File: src/sv/sldd_pkg.sv
// ----------------------------------------------------------------------------
// sldd_pkg
// Word types, zigzag scan tables and step record for the scaling list
// delta decoder.
// ----------------------------------------------------------------------------
package sldd_pkg;

   // input word: one decoded delta, list size on the first word of a list
   typedef struct packed {
      logic signed [7:0] delta_value;
      logic              list_8x8;
   } req_type;

   // output word: one list entry
   typedef struct packed {
      logic [5:0] entry_index;
      logic [7:0] entry_value;
      logic       use_default;
      logic       last_entry;
   } rsp_type;

   // operands handed to the scale unit
   typedef struct packed {
      logic [7:0] scale;
      logic [7:0] delta;
      logic [5:0] pos;
      logic       is_8x8;
   } step_in_type;

   // results returned by the scale unit
   typedef struct packed {
      logic [7:0] next_scale;
      logic       scale_zero;
      logic [5:0] raster;
      logic       at_last;
   } step_out_type;

   localparam logic [7:0] SCALE_INIT = 8'd8;
   localparam logic [5:0] LAST_POS_4X4 = 6'd15;
   localparam logic [5:0] LAST_POS_8X8 = 6'd63;

   // 4x4 zigzag scan, scan position to raster position
   localparam logic [5:0] ZIGZAG_4X4 [16] = '{
      6'd0, 6'd1, 6'd4, 6'd8, 6'd5, 6'd2, 6'd3, 6'd6,
      6'd9, 6'd12, 6'd13, 6'd10, 6'd7, 6'd11, 6'd14, 6'd15
   };

   // 8x8 zigzag scan, scan position to raster position
   localparam logic [5:0] ZIGZAG_8X8 [64] = '{
      6'd0, 6'd1, 6'd8, 6'd16, 6'd9, 6'd2, 6'd3, 6'd10,
      6'd17, 6'd24, 6'd32, 6'd25, 6'd18, 6'd11, 6'd4, 6'd5,
      6'd12, 6'd19, 6'd26, 6'd33, 6'd40, 6'd48, 6'd41, 6'd34,
      6'd27, 6'd20, 6'd13, 6'd6, 6'd7, 6'd14, 6'd21, 6'd28,
      6'd35, 6'd42, 6'd49, 6'd56, 6'd57, 6'd50, 6'd43, 6'd36,
      6'd29, 6'd22, 6'd15, 6'd23, 6'd30, 6'd37, 6'd44, 6'd51,
      6'd58, 6'd59, 6'd52, 6'd45, 6'd38, 6'd31, 6'd39, 6'd46,
      6'd53, 6'd60, 6'd61, 6'd54, 6'd47, 6'd55, 6'd62, 6'd63
   };

endpackage

File: src/sv/sldd_scale_unit.sv
// ----------------------------------------------------------------------------
// sldd_scale_unit
// Shared step unit: modulo-256 scale update, zero test, zigzag lookup and
// end-of-list compare for the current scan position.
// ----------------------------------------------------------------------------
module sldd_scale_unit (
   input  sldd_pkg::step_in_type  step_in,
   output sldd_pkg::step_out_type step_out
);

   logic [5:0] last_pos;

   always_comb begin
      // scale update wraps at 256 by width
      step_out.next_scale = step_in.scale + step_in.delta;
      step_out.scale_zero = (step_out.next_scale == 8'd0);
      // raster position through the zigzag scan of the selected size
      if (step_in.is_8x8) begin
         step_out.raster = sldd_pkg::ZIGZAG_8X8[step_in.pos];
         last_pos        = sldd_pkg::LAST_POS_8X8;
      end else begin
         step_out.raster = sldd_pkg::ZIGZAG_4X4[step_in.pos[3:0]];
         last_pos        = sldd_pkg::LAST_POS_4X4;
      end
      step_out.at_last = (step_in.pos == last_pos);
   end

endmodule

File: src/sv/scaling_list_delta_decoder_unit.sv
// ----------------------------------------------------------------------------
// scaling_list_delta_decoder_unit
// Rebuilds a 16-entry or 64-entry scaling list from decoded deltas.
// ----------------------------------------------------------------------------
// Each accepted delta word yields one entry word in the next cycle, so deltas
// run at one per cycle as long as rsp_ready keeps the output register
// draining. A delta whose new scale is zero starts a fill run: the current
// and every remaining entry are sent with the last scale, one per cycle
// while rsp_ready is high, and req_ready stays low until the final entry is
// loaded; a run sends at most 64 entries for an 8x8 list and 16 for a 4x4
// list. The entry rate is set by the single output register and the one
// shared scale unit (adder, zigzag lookup and end compare) that serves both
// deltas and fill entries.
module scaling_list_delta_decoder_unit (
   input  logic              clock,
   input  logic              reset,
   input  logic              req_valid,
   output logic              req_ready,
   input  sldd_pkg::req_type req_word,
   output logic              rsp_valid,
   input  logic              rsp_ready,
   output sldd_pkg::rsp_type rsp_word
);

   typedef enum logic {
      S_IDLE,
      S_FILL
   } state_type;

   state_type         state_ff, state_in;
   logic [5:0]        pos_ff, pos_in;
   logic [7:0]        last_scale_ff, last_scale_in;
   logic              large_ff, large_in;
   logic              active_ff, active_in;
   logic              default_ff, default_in;
   logic              rsp_valid_ff, rsp_valid_in;
   sldd_pkg::rsp_type rsp_ff, rsp_in;

   sldd_pkg::step_in_type  step_in;
   sldd_pkg::step_out_type step_out;
   logic                   req_take;
   logic                   rsp_take;
   logic                   first_zero;

   assign rsp_take  = rsp_valid_ff && rsp_ready;
   assign req_ready = (state_ff == S_IDLE) && (!rsp_valid_ff || rsp_ready);
   assign req_take  = req_valid && req_ready;
   assign rsp_valid = rsp_valid_ff;
   assign rsp_word  = rsp_ff;

   // operands: a new list starts from scale 8 at scan position 0
   always_comb begin
      step_in.delta = req_word.delta_value;
      if (active_ff) begin
         step_in.scale  = last_scale_ff;
         step_in.pos    = pos_ff;
         step_in.is_8x8 = large_ff;
      end else begin
         step_in.scale  = sldd_pkg::SCALE_INIT;
         step_in.pos    = 6'd0;
         step_in.is_8x8 = req_word.list_8x8;
      end
   end

   sldd_scale_unit u_scale (
      .step_in  (step_in),
      .step_out (step_out)
   );

   assign first_zero = (step_in.pos == 6'd0);

   // sequencer: delta words in idle, repeated entries in fill
   always_comb begin
      state_in      = state_ff;
      pos_in        = pos_ff;
      last_scale_in = last_scale_ff;
      large_in      = large_ff;
      active_in     = active_ff;
      default_in    = default_ff;
      rsp_valid_in  = rsp_valid_ff && !rsp_ready;
      rsp_in        = rsp_ff;
      unique case (state_ff)
         S_IDLE: begin
            if (req_take) begin
               rsp_valid_in         = 1'b1;
               rsp_in.entry_index   = step_out.raster;
               rsp_in.last_entry    = step_out.at_last;
               large_in             = step_in.is_8x8;
               active_in            = 1'b1;
               if (step_out.scale_zero) begin
                  default_in         = active_ff ? default_ff : first_zero;
                  if (first_zero) begin
                     default_in      = 1'b1;
                  end
                  rsp_in.entry_value = step_in.scale;
                  last_scale_in      = step_in.scale;
                  rsp_in.use_default = step_out.at_last && default_in;
                  if (!step_out.at_last) begin
                     state_in        = S_FILL;
                  end
               end else begin
                  default_in         = active_ff ? default_ff : 1'b0;
                  rsp_in.entry_value = step_out.next_scale;
                  last_scale_in      = step_out.next_scale;
                  rsp_in.use_default = step_out.at_last && default_in;
               end
               if (step_out.at_last) begin
                  active_in          = 1'b0;
                  pos_in             = 6'd0;
                  last_scale_in      = sldd_pkg::SCALE_INIT;
                  default_in         = 1'b0;
               end else begin
                  pos_in             = step_in.pos + 6'd1;
               end
            end
         end
         S_FILL: begin
            if (rsp_take) begin
               rsp_valid_in         = 1'b1;
               rsp_in.entry_index   = step_out.raster;
               rsp_in.entry_value   = last_scale_ff;
               rsp_in.last_entry    = step_out.at_last;
               rsp_in.use_default   = step_out.at_last && default_ff;
               if (step_out.at_last) begin
                  state_in          = S_IDLE;
                  active_in         = 1'b0;
                  pos_in            = 6'd0;
                  last_scale_in     = sldd_pkg::SCALE_INIT;
                  default_in        = 1'b0;
               end else begin
                  pos_in            = pos_ff + 6'd1;
               end
            end
         end
         default: begin
            state_in = S_IDLE;
         end
      endcase
   end

   // state and registered output word
   always_ff @(posedge clock) begin
      if (reset) begin
         state_ff      <= S_IDLE;
         pos_ff        <= 6'd0;
         last_scale_ff <= sldd_pkg::SCALE_INIT;
         large_ff      <= 1'b0;
         active_ff     <= 1'b0;
         default_ff    <= 1'b0;
         rsp_valid_ff  <= 1'b0;
      end else begin
         state_ff      <= state_in;
         pos_ff        <= pos_in;
         last_scale_ff <= last_scale_in;
         large_ff      <= large_in;
         active_ff     <= active_in;
         default_ff    <= default_in;
         rsp_valid_ff  <= rsp_valid_in;
      end
      rsp_ff <= rsp_in;
   end

   // a fill run always has an entry waiting
   a_fill_has_word: assert property (@(posedge clock) disable iff (reset)
      (state_ff == S_FILL) |-> rsp_valid_ff)
      else $error("fill state without a pending entry word");

   // entries of a fill run repeat the same scale
   a_fill_same_value: assert property (@(posedge clock) disable iff (reset)
      (state_ff == S_FILL && rsp_take) |=>
         (rsp_valid_ff && rsp_ff.entry_value == $past(rsp_ff.entry_value)))
      else $error("fill run changed the entry value");

   // use-default is only reported on the final entry
   a_default_on_last: assert property (@(posedge clock) disable iff (reset)
      (rsp_valid_ff && rsp_ff.use_default) |-> rsp_ff.last_entry)
      else $error("use_default set on an entry that is not the last");

   // a stored scale is never zero
   a_value_nonzero: assert property (@(posedge clock) disable iff (reset)
      rsp_valid_ff |-> (rsp_ff.entry_value != 8'd0))
      else $error("zero entry value sent");

endmodule

File: config.mk
export PLATFORM = sky130hd
export DESIGN_NAME = scaling_list_delta_decoder_unit
export DESIGN_NICKNAME = d
export VERILOG_FILES = /design/src/sv/sldd_pkg.sv /design/src/sv/sldd_scale_unit.sv /design/src/sv/scaling_list_delta_decoder_unit.sv
export SDC_FILE = /design/constraint.sdc
export NUM_CORES = 1
export LEC_CHECK = 0
export ABC_AREA = 1
export BUFFER_PORTS_ARGS = -buffer_cell sky130_fd_sc_hd__clkbuf_2
export CAP_MARGIN = 20
export CORE_MARGIN = 10
export CORE_UTILIZATION = 38
export DETAILED_ROUTE_END_ITERATION = 10
export SLEW_MARGIN = 15
export SYNTH_ARGS = -nofsm -noshare
export SYNTH_HDL_FRONTEND = slang
export SYNTH_SLANG_ARGS = --single-unit
File: constraint.sdc
create_clock -name clock -period 3.2 [get_ports clock]
set_input_delay 0.16 -clock clock [delete_from_list [all_inputs] [get_ports clock]]
set_output_delay 0.16 -clock clock [all_outputs]
set_load 0.005 [all_outputs]
==> impl_metrics.env <==
export IMPL_tightest_slew_ns=0.686
export IMPL_die_w_um=109
export IMPL_cts_buffer_depth=2
export IMPL_worst_setup_path_type="reg2reg"
export IMPL_setup_viol_count_final=0
export IMPL_die_h_um=109
export IMPL_rows=32
export IMPL_max_cap_violations=0
export IMPL_yosys_warnings=0
export IMPL_worst_path_max_fanout=11
export IMPL_ys_seq_area_share_pct=28.4
export IMPL_drtAntennaViolNets=0
export IMPL_end_kind="flip-flop"
export IMPL_antenna_found_initial=0
export IMPL_maxSlewViolCount=0
export IMPL_die_area_mm2=0.0120
export IMPL_nets=494
export IMPL_final_hold_violation_count=0
export IMPL_rrSetupSlack_ns=0.47
export IMPL_setup_tns_ns=0
export IMPL_power_density_mw_per_mm2=326
export IMPL_routabilityCongestion=0.937
export IMPL_clk_latency_ns=0.28
export IMPL_grt_pass1_wl_mm=13.2
export IMPL_postSynthAreaPerCell_um2=7.06
export IMPL_synthAdderAreaFrac_pct=10.6
export IMPL_outcome="completed"
export IMPL_synthFlopType="dfxtp_1"
export IMPL_skew_ns=0.00727
export IMPL_seq_area_um2=861
export IMPL_power_leakage_nw=1.62
export IMPL_min_period_ns=2.73
export IMPL_syn_inst=430
export IMPL_avgRoutedWirePerCell_um=14.0
export IMPL_synth_top_family_by_area="simple AND/OR/NAND/NOR gates"
export IMPL_period_share_pct=85.4
export IMPL_drive_gt1_share_pct=16.0
export IMPL_wl_mm=7.83
export IMPL_grt_total_usage_pct=13.6
export IMPL_drc_errors=0
export IMPL_postCtsHoldBufs=0
export IMPL_multiInputGateArea_mm2=0.00185
export IMPL_synth_seq_cells=35
export IMPL_synth_distinct_cells=42
export IMPL_core_area_mm2=0.00773
export IMPL_grt_start_max_net_pins=23
export IMPL_io_pins=31
export IMPL_cts_clk_slew_worst_paths_ns=0.07
export IMPL_ir_drop_uv=158
export IMPL_rsz0062_at_grt="no"
export IMPL_clock_fmax_mhz=366
export IMPL_fillers=804
export IMPL_worst_ep_required_time_ns=3.22
export IMPL_synth_xor_area_share_pct=1.69
export IMPL_syn_cell_area_mm2=0.00303
export IMPL_cts_made_buffers=5
export IMPL_cp_start_kind="flip-flop"
export IMPL_vias_per_cell=5.19
export IMPL_drt_iter0_markers=209
export IMPL_firstDrtPassIters=5
export IMPL_area_delta_synth_final_pct=10.1
export IMPL_grt_pass1_vias=2702
export IMPL_grt_ovfl_total=0
export IMPL_cts_setup_buffers=0
export IMPL_cts_tree="built"
export IMPL_dp_hpwl_mm=6.02
export IMPL_diodes=0
export IMPL_start_util_pct=39.3
export IMPL_cts_root_buf="clkbuf_8"
export IMPL_yosys_area_share_simple_pct=28.5
export IMPL_cts_resized=0
export IMPL_synth_edff_count=16
export IMPL_htree_num_levels=2
export IMPL_vias=2904
export IMPL_synth_nets=468
export IMPL_p_total_mw=1.09
export IMPL_synthArstFlopShare_pct=0
export IMPL_numPortBuffers=30
export IMPL_synth_compound_area_share_pct=20.0
export IMPL_crit_arrival_ns=2.76
export IMPL_synth_mux_area_share_pct=0
export IMPL_relSlewSlack_pct=54.3
export IMPL_cts_sinks=35
export IMPL_hp_class="in2reg"
-- metal layers --
metal  wire length [um]  track usage (%)
met1               3760             19.6
met2               3380             19.6
met3                599             3.51
met4                 98             3.07
met5                  0                0
-- layout make-up --
class                      count  area share [%]
sequential                    35            25.8
multi-input combinational    318            55.2
clock buffer                   7            2.58
inverter                      61            6.85
tap                          102            3.82
timing repair buffer          35            5.62
clock inverter                 1           0.112
-- synth_stat cells (2+ instances only) --
cell type    n  area, um^2
xor2_1       4        35.0
inv_2        6        22.5
o21ai_0     27         135
buf_6        4        45.0
dfxtp_1     19         380
ha_1        24         300
nand3_2      7        70.1
inv_1       55         206
nand2_1    108         405
edfxtp_1    16         480
nand4_1      4        25.0
nand2_2      8        50.1
a21oi_1     27         135
nor2_1      31         116
nor2_2       2        12.5
o21ai_1      5        25.0
nor2_4       2        22.5
buf_2        7        35.0
nand3_1     25         125
clkbuf_1     3        11.3
o211ai_1    10        75.1
a31oi_1     16         100
-- cell families (layout without fill, tap and decap cells) --
group | count (synthesis) | in the layout
AND/OR/NAND/NOR | 191 | 191
AO/OA/AOI/OAI | 97 | 97
buffers and inverters | 77 | 104
flip-flops | 35 | 35
adder cells (fa/ha/maj) | 25 | 25
XOR/XNOR | 5 | 5
-- power by group --
group,internal (mW),switching [mW]
clock network,0.172,0.145
registers,0.505,0.0254
logic,0.0883,0.154
-- sequential cells by signal (all words and copies together) (netlist names) --
| register | count |
|---|---|
| large_ff | 1 |
| state_ff | 1 |
| default_ff | 1 |
| rsp_word | 16 |
| pos_ff | 6 |
| active_ff | 1 |
| last_scale_ff | 8 |
| rsp_valid | 1 |
-- worst max-delay path, cell delays in order (launching register included) --
cell     delay [ns]
dfxtp_1        0.42
nand2_1        0.11
inv_1          0.07
ha_1           0.23
fa_1           0.44
nand2_1        0.13
nand3_1        0.08
nand2_1        0.06
nand2_1        0.07
nor2_2         0.48
nand3_1        0.19
nand4_1        0.14
nand2_1        0.06
-- placed cells by master, fill, tap and decap left out, drive strengths merged --
| master | count |
|---|---|
| a21oi | 27 |
| buf | 5 |
| nand3b | 1 |
| o22ai | 1 |
| xnor2 | 1 |
| nand4 | 4 |
| nor2 | 35 |
| a21boi | 1 |
| edfxtp | 16 |
| fa | 1 |
| nor3 | 1 |
| a41oi | 1 |
| a21o | 1 |
| nor4 | 1 |
| o211ai | 11 |
| nand2 | 116 |
| o31ai | 1 |
| o2111ai | 1 |
| clkbuf | 37 |
| ha | 24 |
| o2bb2ai | 1 |
| o21ai | 33 |
| o21a | 1 |
| nand3 | 32 |
| clkinv | 1 |
| dfxtp | 19 |
| xor2 | 4 |
| inv | 61 |
| or2 | 1 |
| a31oi | 16 |
| a221oi | 1 |
| o311ai | 1 |
-- through the flow --
step | setup slack, ns | utilization, % | area [um^2] | cells | hold WS, ns
after detailed placement | 0.486 | 42.1 | 3250 | 551 | 0.453
after global routing | 0.201 | 43.2 | 3340 | 559 | 0.228
after CTS | 0.487 | 43.2 | 3340 | 559 | 0.218
after global placement | 0.576 | 42.1 | 3250 | 551 | 0.454
after floorplan | 0.680 | - | 3030 | 430 | 0.322
final | 0.467 | 43.2 | 3340 | 559 | 0.225
-- path summary, 6_finish.rpt --
check / from / to / depth (start not counted)
max: active_ff$_SDFFE_PP0P_ / rsp_word[1]$_DFFE_PP_ / 12
min reg2reg: large_ff$_SDFFE_PP0P_ / large_ff$_SDFFE_PP0P_ / 2
min: req_valid / large_ff$_SDFFE_PP0P_ / 3
max reg2reg: active_ff$_SDFFE_PP0P_ / rsp_word[1]$_DFFE_PP_ / 12
Power figures use the tool's default switching activity.
